`config.mk`:
```
export PLATFORM = sky130hd
export DESIGN_NAME = vertex_attribute_converter_flat
export DESIGN_NICKNAME = d
export VERILOG_FILES = /design/src/vac_pkg.sv /design/src/vac_in_if.sv /design/src/vac_out_if.sv /design/src/vac_lane.sv /design/src/vac_merge.sv /design/src/vertex_attribute_converter.sv /design/src/flat_wrapper.sv
export SDC_FILE = /design/constraint.sdc
export NUM_CORES = 2
export LEC_CHECK = 0
export ABC_AREA = 1
export BUFFER_PORTS_ARGS = -buffer_cell sky130_fd_sc_hd__buf_2
export CAP_MARGIN = 30
export CELL_PAD_IN_SITES_DETAIL_PLACEMENT = 0
export CELL_PAD_IN_SITES_GLOBAL_PLACEMENT = 1
export CORE_MARGIN = 5
export CORE_UTILIZATION = 30
export DETAILED_ROUTE_END_ITERATION = 7
export GPL_TIMING_DRIVEN = 0
export PLACE_DENSITY_LB_ADDON = 0.25
export SETUP_SLACK_MARGIN = 0.3
export SLEW_MARGIN = 5
export SYNTH_ARGS = -nofsm -noshare
export SYNTH_HDL_FRONTEND = slang
export SYNTH_SLANG_ARGS = --single-unit
```
`constraint.sdc`:
```
create_clock -name clk -period 9.4 [get_ports clk]
set_input_delay 0.47 -clock clk [delete_from_list [all_inputs] [get_ports clk]]
set_output_delay 0.47 -clock clk [all_outputs]
set_load 0.01 [all_outputs]
```
`src/vac_pkg.sv`:
```
package vac_pkg;

    // Register indexes on the configuration port
    localparam logic [1:0] REG_DATA_TYPE = 2'd0;
    localparam logic [1:0] REG_NORMALIZE = 2'd1;
    localparam logic [1:0] REG_COUNT     = 2'd2;
    localparam logic [1:0] REG_KIND      = 2'd3;

    // Source data types
    localparam logic [2:0] DT_FLOAT  = 3'd0;
    localparam logic [2:0] DT_BYTE   = 3'd1;
    localparam logic [2:0] DT_UBYTE  = 3'd2;
    localparam logic [2:0] DT_SHORT  = 3'd3;
    localparam logic [2:0] DT_USHORT = 3'd4;

    // Attribute kinds
    localparam logic [2:0] KIND_POSITION = 3'd0;
    localparam logic [2:0] KIND_TEXCOORD = 3'd1;
    localparam logic [2:0] KIND_NORMAL   = 3'd2;
    localparam logic [2:0] KIND_COLOUR   = 3'd3;
    localparam logic [2:0] KIND_WEIGHT   = 3'd4;
    localparam logic [2:0] KIND_BONE     = 3'd5;

    localparam int NUM_LANES = 4;
    localparam int CFG_W     = 3;

    localparam logic [31:0] FLOAT_ONE = 32'h3F80_0000;
    localparam logic [31:0] INT_MAX   = 32'h7FFF_FFFF;
    localparam logic [31:0] INT_MIN   = 32'h8000_0000;

    typedef struct packed {
        logic [2:0] data_type;
        logic       normalize;
        logic [2:0] component_count;
        logic [2:0] attribute_kind;
    } cfg_t;

    // Exact integer to float for magnitudes up to 16 bits
    function automatic logic [31:0] int_to_float(input logic sign, input logic [15:0] mag);
        logic [3:0]  p;
        logic [23:0] m;
        logic [7:0]  e;
        p = 4'd0;
        for (int i = 0; i < 16; i++)
        begin
            if (mag[i])
            begin
                p = 4'(i);
            end
        end
        m = {8'b0, mag} << (5'd23 - {1'b0, p});
        e = 8'd127 + {4'b0, p};
        if (mag == 16'd0)
        begin
            int_to_float = 32'd0;
        end
        else
        begin
            int_to_float = {sign, e, m[22:0]};
        end
    endfunction

    // v / 255 rounded to nearest; the quotient's binary expansion repeats v
    function automatic logic [31:0] div255(input logic [7:0] v);
        logic [2:0]  p;
        logic [39:0] r;
        logic [7:0]  e;
        p = 3'd0;
        for (int i = 0; i < 8; i++)
        begin
            if (v[i])
            begin
                p = 3'(i);
            end
        end
        r = {v, v, v, v, v} << (3'd7 - p);
        e = 8'd119 + {5'b0, p};
        if (v == 8'd0)
        begin
            div255 = 32'd0;
        end
        else if (v == 8'hFF)
        begin
            div255 = FLOAT_ONE;
        end
        else
        begin
            div255 = {1'b0, e, r[38:16]} + {31'b0, r[15]};
        end
    endfunction

    // Divide by 512, rounding subnormal results to nearest even
    function automatic logic [31:0] tex_scale(input logic [31:0] b);
        logic [7:0]  e;
        logic [23:0] sig;
        logic [3:0]  sh;
        logic [33:0] w;
        logic        rnd;
        e   = b[30:23];
        sig = {e != 8'd0, b[22:0]};
        sh  = (e == 8'd0) ? 4'd9 : 4'(8'd10 - e);
        w   = {sig, 10'b0} >> sh;
        rnd = w[9] && ((|w[8:0]) || w[10]);
        if (e == 8'hFF)
        begin
            tex_scale = (b[22:0] != 23'd0) ? (b | 32'h0040_0000) : b;
        end
        else if (e > 8'd10)
        begin
            tex_scale = {b[31], e - 8'd9, b[22:0]};
        end
        else
        begin
            tex_scale = {b[31], 31'(w[33:10]) + {30'b0, rnd}};
        end
    endfunction

    // Truncate toward zero to int32 with saturation; NaN gives zero
    function automatic logic [31:0] trunc_index(input logic [31:0] b);
        logic [7:0]  e;
        logic [31:0] sig;
        logic [31:0] mag;
        e   = b[30:23];
        sig = {8'b0, 1'b1, b[22:0]};
        if (e >= 8'd150)
        begin
            mag = sig << 3'(e - 8'd150);
        end
        else
        begin
            mag = sig >> 5'(8'd150 - e);
        end
        if (e == 8'hFF && b[22:0] != 23'd0)
        begin
            trunc_index = 32'd0;
        end
        else if (e >= 8'd158)
        begin
            trunc_index = b[31] ? INT_MIN : INT_MAX;
        end
        else if (e < 8'd127)
        begin
            trunc_index = 32'd0;
        end
        else
        begin
            trunc_index = b[31] ? (~mag + 32'd1) : mag;
        end
    endfunction

endpackage

```
`src/vac_in_if.sv`:
```
interface vac_in_if;
    logic        valid;
    logic        ready;
    logic [31:0] raw_comp_0;
    logic [31:0] raw_comp_1;
    logic [31:0] raw_comp_2;
    logic [31:0] raw_comp_3;
    logic        last_vertex;

    modport source (output valid, raw_comp_0, raw_comp_1, raw_comp_2, raw_comp_3,
                    last_vertex, input ready);
    modport sink (input valid, raw_comp_0, raw_comp_1, raw_comp_2, raw_comp_3,
                  last_vertex, output ready);
endinterface

```
`src/vac_out_if.sv`:
```
interface vac_out_if;
    logic        valid;
    logic        ready;
    logic [31:0] value_0;
    logic [31:0] value_1;
    logic [31:0] value_2;
    logic [31:0] value_3;
    logic [31:0] packed_index;
    logic        last_out;

    modport source (output valid, value_0, value_1, value_2, value_3, packed_index,
                    last_out, input ready);
    modport sink (input valid, value_0, value_1, value_2, value_3, packed_index,
                  last_out, output ready);
endinterface

```
`src/vac_lane.sv`:
```
module vac_lane
(
    input  logic          clk,
    input  logic          en1,
    input  logic          en2,
    input  vac_pkg::cfg_t cfg,
    input  logic          active,
    input  logic [31:0]   raw,
    output logic [31:0]   comp,
    output logic [31:0]   tex,
    output logic [31:0]   trunc
);

    logic [31:0] conv;
    logic [31:0] ifl;
    logic [15:0] mag;
    logic        sgn;
    logic [7:0]  norm_shift;
    logic [31:0] c_reg;
    logic [31:0] comp_reg;
    logic [31:0] tex_reg;
    logic [31:0] trunc_reg;

    // Convert the raw word to float bits
    always_comb
    begin
        sgn        = 1'b0;
        mag        = 16'd0;
        norm_shift = 8'd0;
        case (cfg.data_type)
            vac_pkg::DT_BYTE:
            begin
                sgn        = raw[7];
                mag        = raw[7] ? 16'(~{8'hFF, raw[7:0]} + 16'd1) : {8'b0, raw[7:0]};
                norm_shift = 8'd7;
            end
            vac_pkg::DT_UBYTE:
            begin
                mag = {8'b0, raw[7:0]};
            end
            vac_pkg::DT_SHORT:
            begin
                sgn        = raw[15];
                mag        = raw[15] ? (~raw[15:0] + 16'd1) : raw[15:0];
                norm_shift = 8'd15;
            end
            vac_pkg::DT_USHORT:
            begin
                mag        = raw[15:0];
                norm_shift = 8'd16;
            end
            default:
            begin
                mag = 16'd0;
            end
        endcase
        ifl = vac_pkg::int_to_float(sgn, mag);
        case (cfg.data_type)
            vac_pkg::DT_FLOAT:
            begin
                conv = raw;
            end
            vac_pkg::DT_BYTE, vac_pkg::DT_SHORT, vac_pkg::DT_USHORT:
            begin
                conv = ifl;
                if (cfg.normalize && mag != 16'd0)
                begin
                    conv = {ifl[31], ifl[30:23] - norm_shift, ifl[22:0]};
                end
            end
            vac_pkg::DT_UBYTE:
            begin
                conv = cfg.normalize ? vac_pkg::div255(raw[7:0]) : ifl;
            end
            default:
            begin
                conv = 32'd0;
            end
        endcase
    end

    // Stage one: hold the converted component
    always_ff @(posedge clk)
    begin
        if (en1)
        begin
            c_reg <= active ? conv : 32'd0;
        end
    end

    // Stage two: texcoord scale and index truncation
    always_ff @(posedge clk)
    begin
        if (en2)
        begin
            comp_reg  <= c_reg;
            tex_reg   <= vac_pkg::tex_scale(c_reg);
            trunc_reg <= vac_pkg::trunc_index(c_reg);
        end
    end

    assign comp  = comp_reg;
    assign tex   = tex_reg;
    assign trunc = trunc_reg;

endmodule

```
`src/vac_merge.sv`:
```
module vac_merge
(
    input  logic        clk,
    input  logic        en,
    input  logic [2:0]  kind,
    input  logic [31:0] comp [vac_pkg::NUM_LANES],
    input  logic [31:0] tex [vac_pkg::NUM_LANES],
    input  logic [31:0] trunc [vac_pkg::NUM_LANES],
    output logic [31:0] value [vac_pkg::NUM_LANES],
    output logic [31:0] packed_index
);

    logic [31:0] val_next [vac_pkg::NUM_LANES];
    logic [31:0] pk_next;
    logic [31:0] val_reg [vac_pkg::NUM_LANES];
    logic [31:0] pk_reg;

    // Pick the values the kind asks for
    always_comb
    begin
        for (int i = 0; i < vac_pkg::NUM_LANES; i++)
        begin
            val_next[i] = 32'd0;
        end
        pk_next = 32'd0;
        case (kind)
            vac_pkg::KIND_POSITION, vac_pkg::KIND_NORMAL:
            begin
                val_next[0] = comp[0];
                val_next[1] = comp[1];
                val_next[2] = comp[2];
            end
            vac_pkg::KIND_TEXCOORD:
            begin
                val_next[0] = tex[0];
                val_next[1] = tex[1];
            end
            vac_pkg::KIND_COLOUR, vac_pkg::KIND_WEIGHT:
            begin
                for (int i = 0; i < vac_pkg::NUM_LANES; i++)
                begin
                    val_next[i] = comp[i];
                end
            end
            vac_pkg::KIND_BONE:
            begin
                pk_next = (trunc[3] << 24) | (trunc[2] << 16) | (trunc[1] << 8) | trunc[0];
            end
            default:
            begin
                pk_next = 32'd0;
            end
        endcase
    end

    // Output register
    always_ff @(posedge clk)
    begin
        if (en)
        begin
            val_reg <= val_next;
            pk_reg  <= pk_next;
        end
    end

    assign value        = val_reg;
    assign packed_index = pk_reg;

endmodule

```
`src/vertex_attribute_converter.sv`:
```
// Vertex attribute converter.
// attr_in carries one vertex's four raw components and a last flag; attr_out
// gives up to four IEEE single values and a packed bone-index word, with the
// last flag echoed. Both use valid/ready; a word moves when both are high.
// The configuration port (cfg_we, cfg_index, cfg_wdata) sets data type,
// normalize, component count and attribute kind; write it only while idle.
// Four lanes convert the components in parallel through a three-stage
// pipeline: conversion, texcoord scale and truncation, then the merge
// register. An accepted vertex moves through these stages in order, and
// attr_out.valid rises once it is held in the merge register.
// Throughput is one vertex per cycle while attr_out.ready stays high.
// When the receiver stalls, each stage holds its word and attr_in.ready
// drops only once every stage is full, so up to three vertices are held.
// Reset empties the pipeline and loads the registers with float source,
// no normalize, four components and position kind.
module vertex_attribute_converter
(
    input  logic                       clk,
    input  logic                       rst_n,
    vac_in_if.sink                     attr_in,
    vac_out_if.source                  attr_out,
    input  logic                       cfg_we,
    input  logic [1:0]                 cfg_index,
    input  logic [vac_pkg::CFG_W-1:0]  cfg_wdata
);

    vac_pkg::cfg_t cfg_reg;
    logic          v1_reg, v2_reg, v3_reg;
    logic          l1_reg, l2_reg, l3_reg;
    logic          adv1, adv2, adv3;
    logic [2:0]    count;
    logic [31:0]   raw [vac_pkg::NUM_LANES];
    logic [31:0]   comp [vac_pkg::NUM_LANES];
    logic [31:0]   tex [vac_pkg::NUM_LANES];
    logic [31:0]   trunc [vac_pkg::NUM_LANES];
    logic [31:0]   value [vac_pkg::NUM_LANES];

    // Configuration registers
    always_ff @(posedge clk or negedge rst_n)
    begin
        if (!rst_n)
        begin
            cfg_reg.data_type       <= vac_pkg::DT_FLOAT;
            cfg_reg.normalize       <= 1'b0;
            cfg_reg.component_count <= 3'd4;
            cfg_reg.attribute_kind  <= vac_pkg::KIND_POSITION;
        end
        else if (cfg_we)
        begin
            case (cfg_index)
                vac_pkg::REG_DATA_TYPE: cfg_reg.data_type       <= cfg_wdata;
                vac_pkg::REG_NORMALIZE: cfg_reg.normalize       <= cfg_wdata[0];
                vac_pkg::REG_COUNT:     cfg_reg.component_count <= cfg_wdata;
                vac_pkg::REG_KIND:      cfg_reg.attribute_kind  <= cfg_wdata;
                default:                cfg_reg                 <= cfg_reg;
            endcase
        end
    end

    // Advance a stage when the one after it can take its word
    assign adv3 = !v3_reg || attr_out.ready;
    assign adv2 = !v2_reg || adv3;
    assign adv1 = !v1_reg || adv2;
    assign attr_in.ready = adv1;

    always_ff @(posedge clk or negedge rst_n)
    begin
        if (!rst_n)
        begin
            v1_reg <= 1'b0;
            v2_reg <= 1'b0;
            v3_reg <= 1'b0;
        end
        else
        begin
            if (adv1)
            begin
                v1_reg <= attr_in.valid;
            end
            if (adv2)
            begin
                v2_reg <= v1_reg;
            end
            if (adv3)
            begin
                v3_reg <= v2_reg;
            end
        end
    end

    // Carry the last flag alongside
    always_ff @(posedge clk)
    begin
        if (adv1)
        begin
            l1_reg <= attr_in.last_vertex;
        end
        if (adv2)
        begin
            l2_reg <= l1_reg;
        end
        if (adv3)
        begin
            l3_reg <= l2_reg;
        end
    end

    assign count  = (cfg_reg.component_count > 3'd4) ? 3'd4 : cfg_reg.component_count;
    assign raw[0] = attr_in.raw_comp_0;
    assign raw[1] = attr_in.raw_comp_1;
    assign raw[2] = attr_in.raw_comp_2;
    assign raw[3] = attr_in.raw_comp_3;

    for (genvar g = 0; g < vac_pkg::NUM_LANES; g++)
    begin : g_lane
        vac_lane u_lane
        (
            .clk    (clk),
            .en1    (adv1),
            .en2    (adv2),
            .cfg    (cfg_reg),
            .active (3'(g) < count),
            .raw    (raw[g]),
            .comp   (comp[g]),
            .tex    (tex[g]),
            .trunc  (trunc[g])
        );
    end

    vac_merge u_merge
    (
        .clk          (clk),
        .en           (adv3),
        .kind         (cfg_reg.attribute_kind),
        .comp         (comp),
        .tex          (tex),
        .trunc        (trunc),
        .value        (value),
        .packed_index (attr_out.packed_index)
    );

    assign attr_out.valid    = v3_reg;
    assign attr_out.value_0  = value[0];
    assign attr_out.value_1  = value[1];
    assign attr_out.value_2  = value[2];
    assign attr_out.value_3  = value[3];
    assign attr_out.last_out = l3_reg;

`ifndef SYNTHESIS
    a_accept_fills: assert property (@(posedge clk) disable iff (!rst_n)
        attr_in.valid && attr_in.ready |=> v1_reg)
        else $error("accepted word not held in stage one");

    a_full_stall: assert property (@(posedge clk) disable iff (!rst_n)
        !attr_in.ready |-> v1_reg && v2_reg && v3_reg)
        else $error("input stalled with an empty stage");

    a_out_hold: assert property (@(posedge clk) disable iff (!rst_n)
        v3_reg && !attr_out.ready |=> v3_reg && $stable(attr_out.packed_index))
        else $error("stalled output word lost");

    a_no_out_bubble: assert property (@(posedge clk) disable iff (!rst_n)
        v2_reg && !v3_reg |=> v3_reg)
        else $error("stage two word did not advance");
`endif

endmodule

```
`src/flat_wrapper.sv`:
```
// flat-port wrapper written by rule: the top's interface ports become plain ports
module vertex_attribute_converter_flat 
  (clk, rst_n, cfg_we, cfg_index, cfg_wdata, attr_in_valid, attr_in_raw_comp_0, attr_in_raw_comp_1, attr_in_raw_comp_2, attr_in_raw_comp_3, attr_in_last_vertex, attr_in_ready, attr_out_valid, attr_out_value_0, attr_out_value_1, attr_out_value_2, attr_out_value_3, attr_out_packed_index, attr_out_last_out, attr_out_ready);
  vac_in_if attr_in_i ();
  vac_out_if attr_out_i ();
  input  logic clk;
  input  logic rst_n;
  input  logic cfg_we;
  input  logic [1:0] cfg_index;
  input  logic [vac_pkg::CFG_W-1:0] cfg_wdata;
  input wire logic [$bits(attr_in_i.valid)-1:0] attr_in_valid;
  input wire logic [$bits(attr_in_i.raw_comp_0)-1:0] attr_in_raw_comp_0;
  input wire logic [$bits(attr_in_i.raw_comp_1)-1:0] attr_in_raw_comp_1;
  input wire logic [$bits(attr_in_i.raw_comp_2)-1:0] attr_in_raw_comp_2;
  input wire logic [$bits(attr_in_i.raw_comp_3)-1:0] attr_in_raw_comp_3;
  input wire logic [$bits(attr_in_i.last_vertex)-1:0] attr_in_last_vertex;
  output wire logic [$bits(attr_in_i.ready)-1:0] attr_in_ready;
  output wire logic [$bits(attr_out_i.valid)-1:0] attr_out_valid;
  output wire logic [$bits(attr_out_i.value_0)-1:0] attr_out_value_0;
  output wire logic [$bits(attr_out_i.value_1)-1:0] attr_out_value_1;
  output wire logic [$bits(attr_out_i.value_2)-1:0] attr_out_value_2;
  output wire logic [$bits(attr_out_i.value_3)-1:0] attr_out_value_3;
  output wire logic [$bits(attr_out_i.packed_index)-1:0] attr_out_packed_index;
  output wire logic [$bits(attr_out_i.last_out)-1:0] attr_out_last_out;
  input wire logic [$bits(attr_out_i.ready)-1:0] attr_out_ready;
  assign attr_in_i.valid = attr_in_valid;
  assign attr_in_i.raw_comp_0 = attr_in_raw_comp_0;
  assign attr_in_i.raw_comp_1 = attr_in_raw_comp_1;
  assign attr_in_i.raw_comp_2 = attr_in_raw_comp_2;
  assign attr_in_i.raw_comp_3 = attr_in_raw_comp_3;
  assign attr_in_i.last_vertex = attr_in_last_vertex;
  assign attr_in_ready = attr_in_i.ready;
  assign attr_out_valid = attr_out_i.valid;
  assign attr_out_value_0 = attr_out_i.value_0;
  assign attr_out_value_1 = attr_out_i.value_1;
  assign attr_out_value_2 = attr_out_i.value_2;
  assign attr_out_value_3 = attr_out_i.value_3;
  assign attr_out_packed_index = attr_out_i.packed_index;
  assign attr_out_last_out = attr_out_i.last_out;
  assign attr_out_i.ready = attr_out_ready;
  vertex_attribute_converter u_core (.clk(clk), .rst_n(rst_n), .attr_in(attr_in_i), .attr_out(attr_out_i), .cfg_we(cfg_we), .cfg_index(cfg_index), .cfg_wdata(cfg_wdata));
endmodule
```
; Word level (Yosys, flattened, before mapping)
; Cells that the tools add are included.
; W data, S select, Z words.
[op_classes]
muxes = 167
n_reduce_logical = 50
n_addsub = 50
n_lt_le_gt_ge = 19
eq_ne = 20
multipliers = 0
n_shift = 18
div_mod_pow = 0
bitwise_logic = 15
[op_table]
columns = cell, n
row1 = $mux W32, 22
row2 = $pmux W32 S3, 4
row3 = $pmux W16 S4, 4
row4 = $mux W31, 8
row5 = $mux W4, 58
row6 = $mux W16, 14
row7 = $shl A40 B3 Y39, 4
row8 = $add A16 B1 Y16 const B, 9
row9 = $mux W24, 6
row10 = $not A16 Y16, 9
row11 = $add A31 B1 Y32, 4
row12 = $pmux W64 S2, 1
row13 = $or A32 B32 Y32, 3
row14 = $reduce_bool A23 Y1, 4
row15 = $shl A16 B5 Y23, 4
row16 = $mux W3, 29
row17 = $shr A34 B4 Y34, 2
row18 = $eq A8 B8 Y1 const B, 8
row19 = $ge A8 B8 Y1 const B, 8
row20 = $logic_not A16 Y1, 4
row21 = $reduce_bool A16 Y1, 4
row22 = $add A24 B1 Y25, 2
row23 = $logic_not A8 Y1, 6
row24 = $mux W8, 6
row25 = other kinds (48), 116
[word_totals]
in_bits = 139
output_inout_bits = 163
elab_cells = 368
romBits = 0
mem_count = 0
mem_bits_rw = 0
latchBits = 0
ff_bits = 576

; Longest topological paths before layout
[depth]
ltp_word = 25
mapped_depth = 41
ltp_nobuf = 39

; Modules after synthesis
; Synthesis repeated with hierarchy kept, for this count alone.
[unflattened]
cells_unflattened = 8291
hier_area_um2 = 58160.8
[modules_own_cells]
columns = mod, cells_each, instances, seq_area_each_um2, area_each_um2
row1 = vac_lane (u_core.g_lane[0].u_lane ...), 1904, 2, 3813.7, 12632.1
row2 = vac_lane (u_core.g_lane[3].u_lane), 1905, 1, 3813.7, 12806.0
row3 = vac_lane (u_core.g_lane[1].u_lane), 1912, 1, 3813.7, 12658.4
row4 = vac_merge, 594, 1, 4804.6, 6735.2
row5 = vertex_attribute_converter, 72, 1, 416.6, 696.9

; Worst setup path before layout
; No wires, ideal clock.
[synth_path]
path_type = input -> register
startpoint = in attr_out_ready
endpoint = reg u_core.g_lane[0].u_lane.comp_reg[0] (enable)
cell_stages = 4
arrival_time_ns = 9.513
setup_ns = 0.619
path_buffers = 0
slack_ns = -0.732
required_ns = 8.781
cell_sequence = inv_1 -> nand2_1 -> nor2_1 -> inv_1
[synth_between]
elab_chain_cells = 2
[synth_lines]
columns = element, line
row1 = start: declaration, flat_wrapper.sv:25  ; input wire logic [$bits(attr_out_i.ready)-1:0] attr_out_ready;
row2 = $logic_or A1 B1 Y1, vertex_attribute_converter.sv:61  ; assign adv3 = !v3_reg || attr_out.ready;
row3 = net u_core.adv3, vertex_attribute_converter.sv:30  ; logic adv1, adv2, adv3;
row4 = $logic_or A1 B1 Y1, vertex_attribute_converter.sv:62  ; assign adv2 = !v2_reg || adv3;
row5 = net u_core.adv2, vertex_attribute_converter.sv:30
row6 = end signal: assignment, vac_lane.sv:96  ; comp_reg <= c_reg;
row7 = end: declaration, vac_lane.sv:20  ; logic [31:0] comp_reg;
; The timed path passes the listed nets, and every way through them passes these cells.
; A chain may end at the register's enable or synchronous reset.

; Worst setup path after layout
[layout_path]
startpoint = reg u_core.cfg_reg[9] (netlist name)
endpoint = reg u_core.g_lane[3].u_lane.c_reg[30], data pin
[layout_between]
elab_chain_cells = 22
elab_cells_between_ends = 32
classes_between = 2 x add/sub / 4 x eq/ne / 21 x mux / 5 x reduce/logical
[layout_lines]
columns = element, line
row1 = start: declaration, vertex_attribute_converter.sv:27  ; vac_pkg::cfg_t cfg_reg;
row2 = start signal: assignment, vertex_attribute_converter.sv:55  ; default: cfg_reg <= cfg_reg;
row3 = $eq A3 B3 Y1 (tied with other cells), "vac_lane.sv:30, vac_lane.sv:58"
row4 = $pmux W16 S4, vac_lane.sv:30  ; case (cfg.data_type)
row5 = $mux W1, vac_pkg.sv:46  ; if (mag[i])
row6 = $mux W4 (14 in series), vac_pkg.sv:46
row7 = $add A7 B4 Y8, vac_pkg.sv:52  ; e = 8'd127 + {4'b0, p};
row8 = $mux W32, vac_pkg.sv:53  ; if (mag == 16'd0)
row9 = $sub A8 B8 Y8, vac_lane.sv:68  ; conv = {ifl[31], ifl[30:23] - norm_shift, ifl[22:0]};
row10 = $mux W31, vac_lane.sv:66  ; if (cfg.normalize && mag != 16'd0)
row11 = $pmux W32 S3 (*), vac_lane.sv:58  ; case (cfg.data_type)
row12 = end signal: assignment, vac_lane.sv:87  ; c_reg <= active ? conv : 32'd0;
row13 = end: declaration, vac_lane.sv:19  ; logic [31:0] c_reg;
; Every way passes the cells marked *; elsewhere a longest branch is shown, timed or not.

==> reports/results.ini <==
[yosys]
syn_inst=6387
yosysWarnings=0
syn_nets=6620
ys_seq_area_frac=0.380
yosysTopAreaCell=edfxtp_1
synth_top_cells_by_count=nand2_1, inv_1, nor2_1
yosys-top-cells-area=edfxtp_1, nand2_1, inv_1, o21ai_0, nor2_1
synth_top_flop_cell=edfxtp_1
syn_area_per_cell_um2=7.07
synth_edf_count=561
synth-async-reset-ratio=0.0226
syn_area_um2=45100
synthDominantCellAreaShare=0.373
synth_seq_cells=574
yosysMostFrequentCell=nand2_1
ys_types=77

[pwr]
p_switching_mw=10.3
power.density_nw_per_um2=371
sw_frac_of_total=0.532
pwr-share-seq=0.233
internal_power_mw=9.05
total_power_mw=19.3
p_comb_frac=0.622
power.leakage_nw=22.8
clkPwrFrac=0.145
vdd_drop_max_uv=174

[drt]
ant_nets=0
drc=0
vias=46490
finalWirelength_mm=202
drt_iter0_markers=4797
drt-pass1-iter-count=8
viasPerCell=5.24
wl_per_cell_um=22.7

[floorplanning]
core_um2=150000
io_pins=302
die_area_um2=158000
die_h_um=398
initial_core_util=0.301
rows=142
die_w_um=398

[place]
port_buffers=300
hpwl_mm=164
gp_congestion=0.951

[worst_setup_path]
cpMaxStageDelayCell=clkbuf_1
cp.arrival_ps=6630
startpoint_type=flop
reg2reg_from=u_core.cfg_reg[9]
crit_cells=30
critical_path_required_ps=9890
slowest_delay_ps=450
critPathMaxFanout=10
critPathKind=flop to flop
crit_start=u_core.cfg_reg[9]
r2r_end=u_core.g_lane[3].u_lane.c_reg[30]
cpLargestDelayFamily=simple AND/OR/NAND/NOR gates
crit_path_end_kind=flop
rrSetupSlack_ps=3260
worst_r2r_path_depth=30
crit_buf_inv=6
cp-endpoint=u_core.g_lane[3].u_lane.c_reg[30]

[finish]
drive_gt1_frac=0.114
utilization=0.348
fin_nets=7026
area_growth_pct=15.4
fillers=16195

[timing]
fin_skew_ps=37.0
finalHoldViolCount=0
period_share=0.653
min_period_ps=6140
fmax_mhz=163
slew_viol_final=0
tightestPinTransition_ps=1080
whs_ps=131
slew-limit-headroom=0.282
setup_viol=0
rsz0062_at_grt=false

[clock_tree]
numCtsBuffers=71
clock_path_buffers=3
cts-root-buf=clkbuf_16
htreeDepth=3
insertion_delay_ps=690
cts_num_sinks=574
cts_tree=done
post_cts.repair.setup_buffers=0
clkSlewWorstSetupHoldPaths_ps=70

[global_routing]
grt_use_total=0.246
grt_max_degree=78
grt_pass1_vias=43409
grt_pass1_wl_mm=292
antenna_found_initial=21
overflow=0

[flow_run]
cap_violations=0

[worst_hold_path]
hp-class=input pin to flop

[run_status]
status=finished, final reports clean

## layout make-up
cell class	count	area (um^2)	area share
Multi-Input combinational cell	4664	23400	0.450
Clock buffer	82	1820	0.0349
Inverter	869	3270	0.0627
Antenna cell	14	35.0	0.000672
Clock inverter	46	510	0.00980
Timing Repair Buffer	333	2040	0.0392
Sequential cell	574	17200	0.330
Tap cell	2016	2520	0.0484
Buffer	280	1280	0.0247
## kinds of logic (layout without fill, tap and decap cells)
kind of cell / after synthesis / in the layout / share of synthesized area
XOR/XNOR: 86 / 86 / 0.0170
multiplexers: 29 / 29 / 0.00643
flip-flops: 574 / 574 / 0.380
AO/OA/AOI/OAI: 1421 / 1421 / 0.181
other: 0 / 14 / 0
buffers and inverters: 1149 / 1610 / 0.101
AND/OR/NAND/NOR: 3034 / 3034 / 0.288
adder cells (fa/ha/maj): 94 / 94 / 0.0267
## worst min-delay path by stage
stage,cells past startpoint,from,slack (ps),endpoint
2_1_floorplan,0,rst_n,170,u_core.attr_out.valid
3_3_place_gp,1,rst_n,390,u_core.attr_out.valid
3_5_place_dp,1,rst_n,400,u_core.attr_out.valid
4_1_cts,3,cfg_index[0],70,u_core.cfg_reg[6]
5_1_grt,3,cfg_index[0],130,u_core.cfg_reg[6]
6_report,3,cfg_index[0],130,u_core.cfg_reg[6]
## timing repair
action                    4_1_cts  5_1_grt
hold buffers                    3        0
gates resized for setup         0        0
hold endpoints to repair       15        0
## placed cells by master, fill, tap and decap left out, drive strengths merged, types with 62 or more instances in the layout
cell type and count:
o211ai 82, ha 90, nand2 1579, nor3 88, a21oi 303, o22ai 98, inv 872, nand3 451
a31oi 63, xor2 62, buf 445, clkbuf 247, o21ai 704, nor2 752, edfxtp 561
## metrics by stage
stage / instances / area [um^2] / setup TNS (ps) / worst slack (ps)
global route: 8865 / 52100 / 0 / 2840
finish: 8878 / 52100 / 0 / 3260
CTS: 8861 / 52000 / 0 / 3310
floorplan: 6387 / 45100 / 0 / 1990
detailed placement: 8730 / 49700 / 0 / 3250
global placement: 8703 / 49200 / -546620 / -1910
## routing by layer
layer	vias up	track usage	wire, um
li1	22278	-	-
met2	1718	0.388	89600
met3	265	0.0415	15300
met4	12	0.0744	6070
met1	22217	0.346	90600
met5	-	0	71
## power by group through the flow
stage          logic [mW]  clock network [mW]  registers [mW]
6_report             12.0                2.80            4.51
5_1_grt              13.3                2.99            4.57
4_1_cts              11.9                2.89            4.51
3_5_place_dp         11.8                   0            4.56
3_3_place_gp         11.8                   0            4.59
2_1_floorplan        8.03                   0            4.28
## tightest hold or removal path: stages
cell and delay [ps]:
buf_2 130, nand3_1 90, o21ai_0 80
Power figures use the tool's default switching activity.
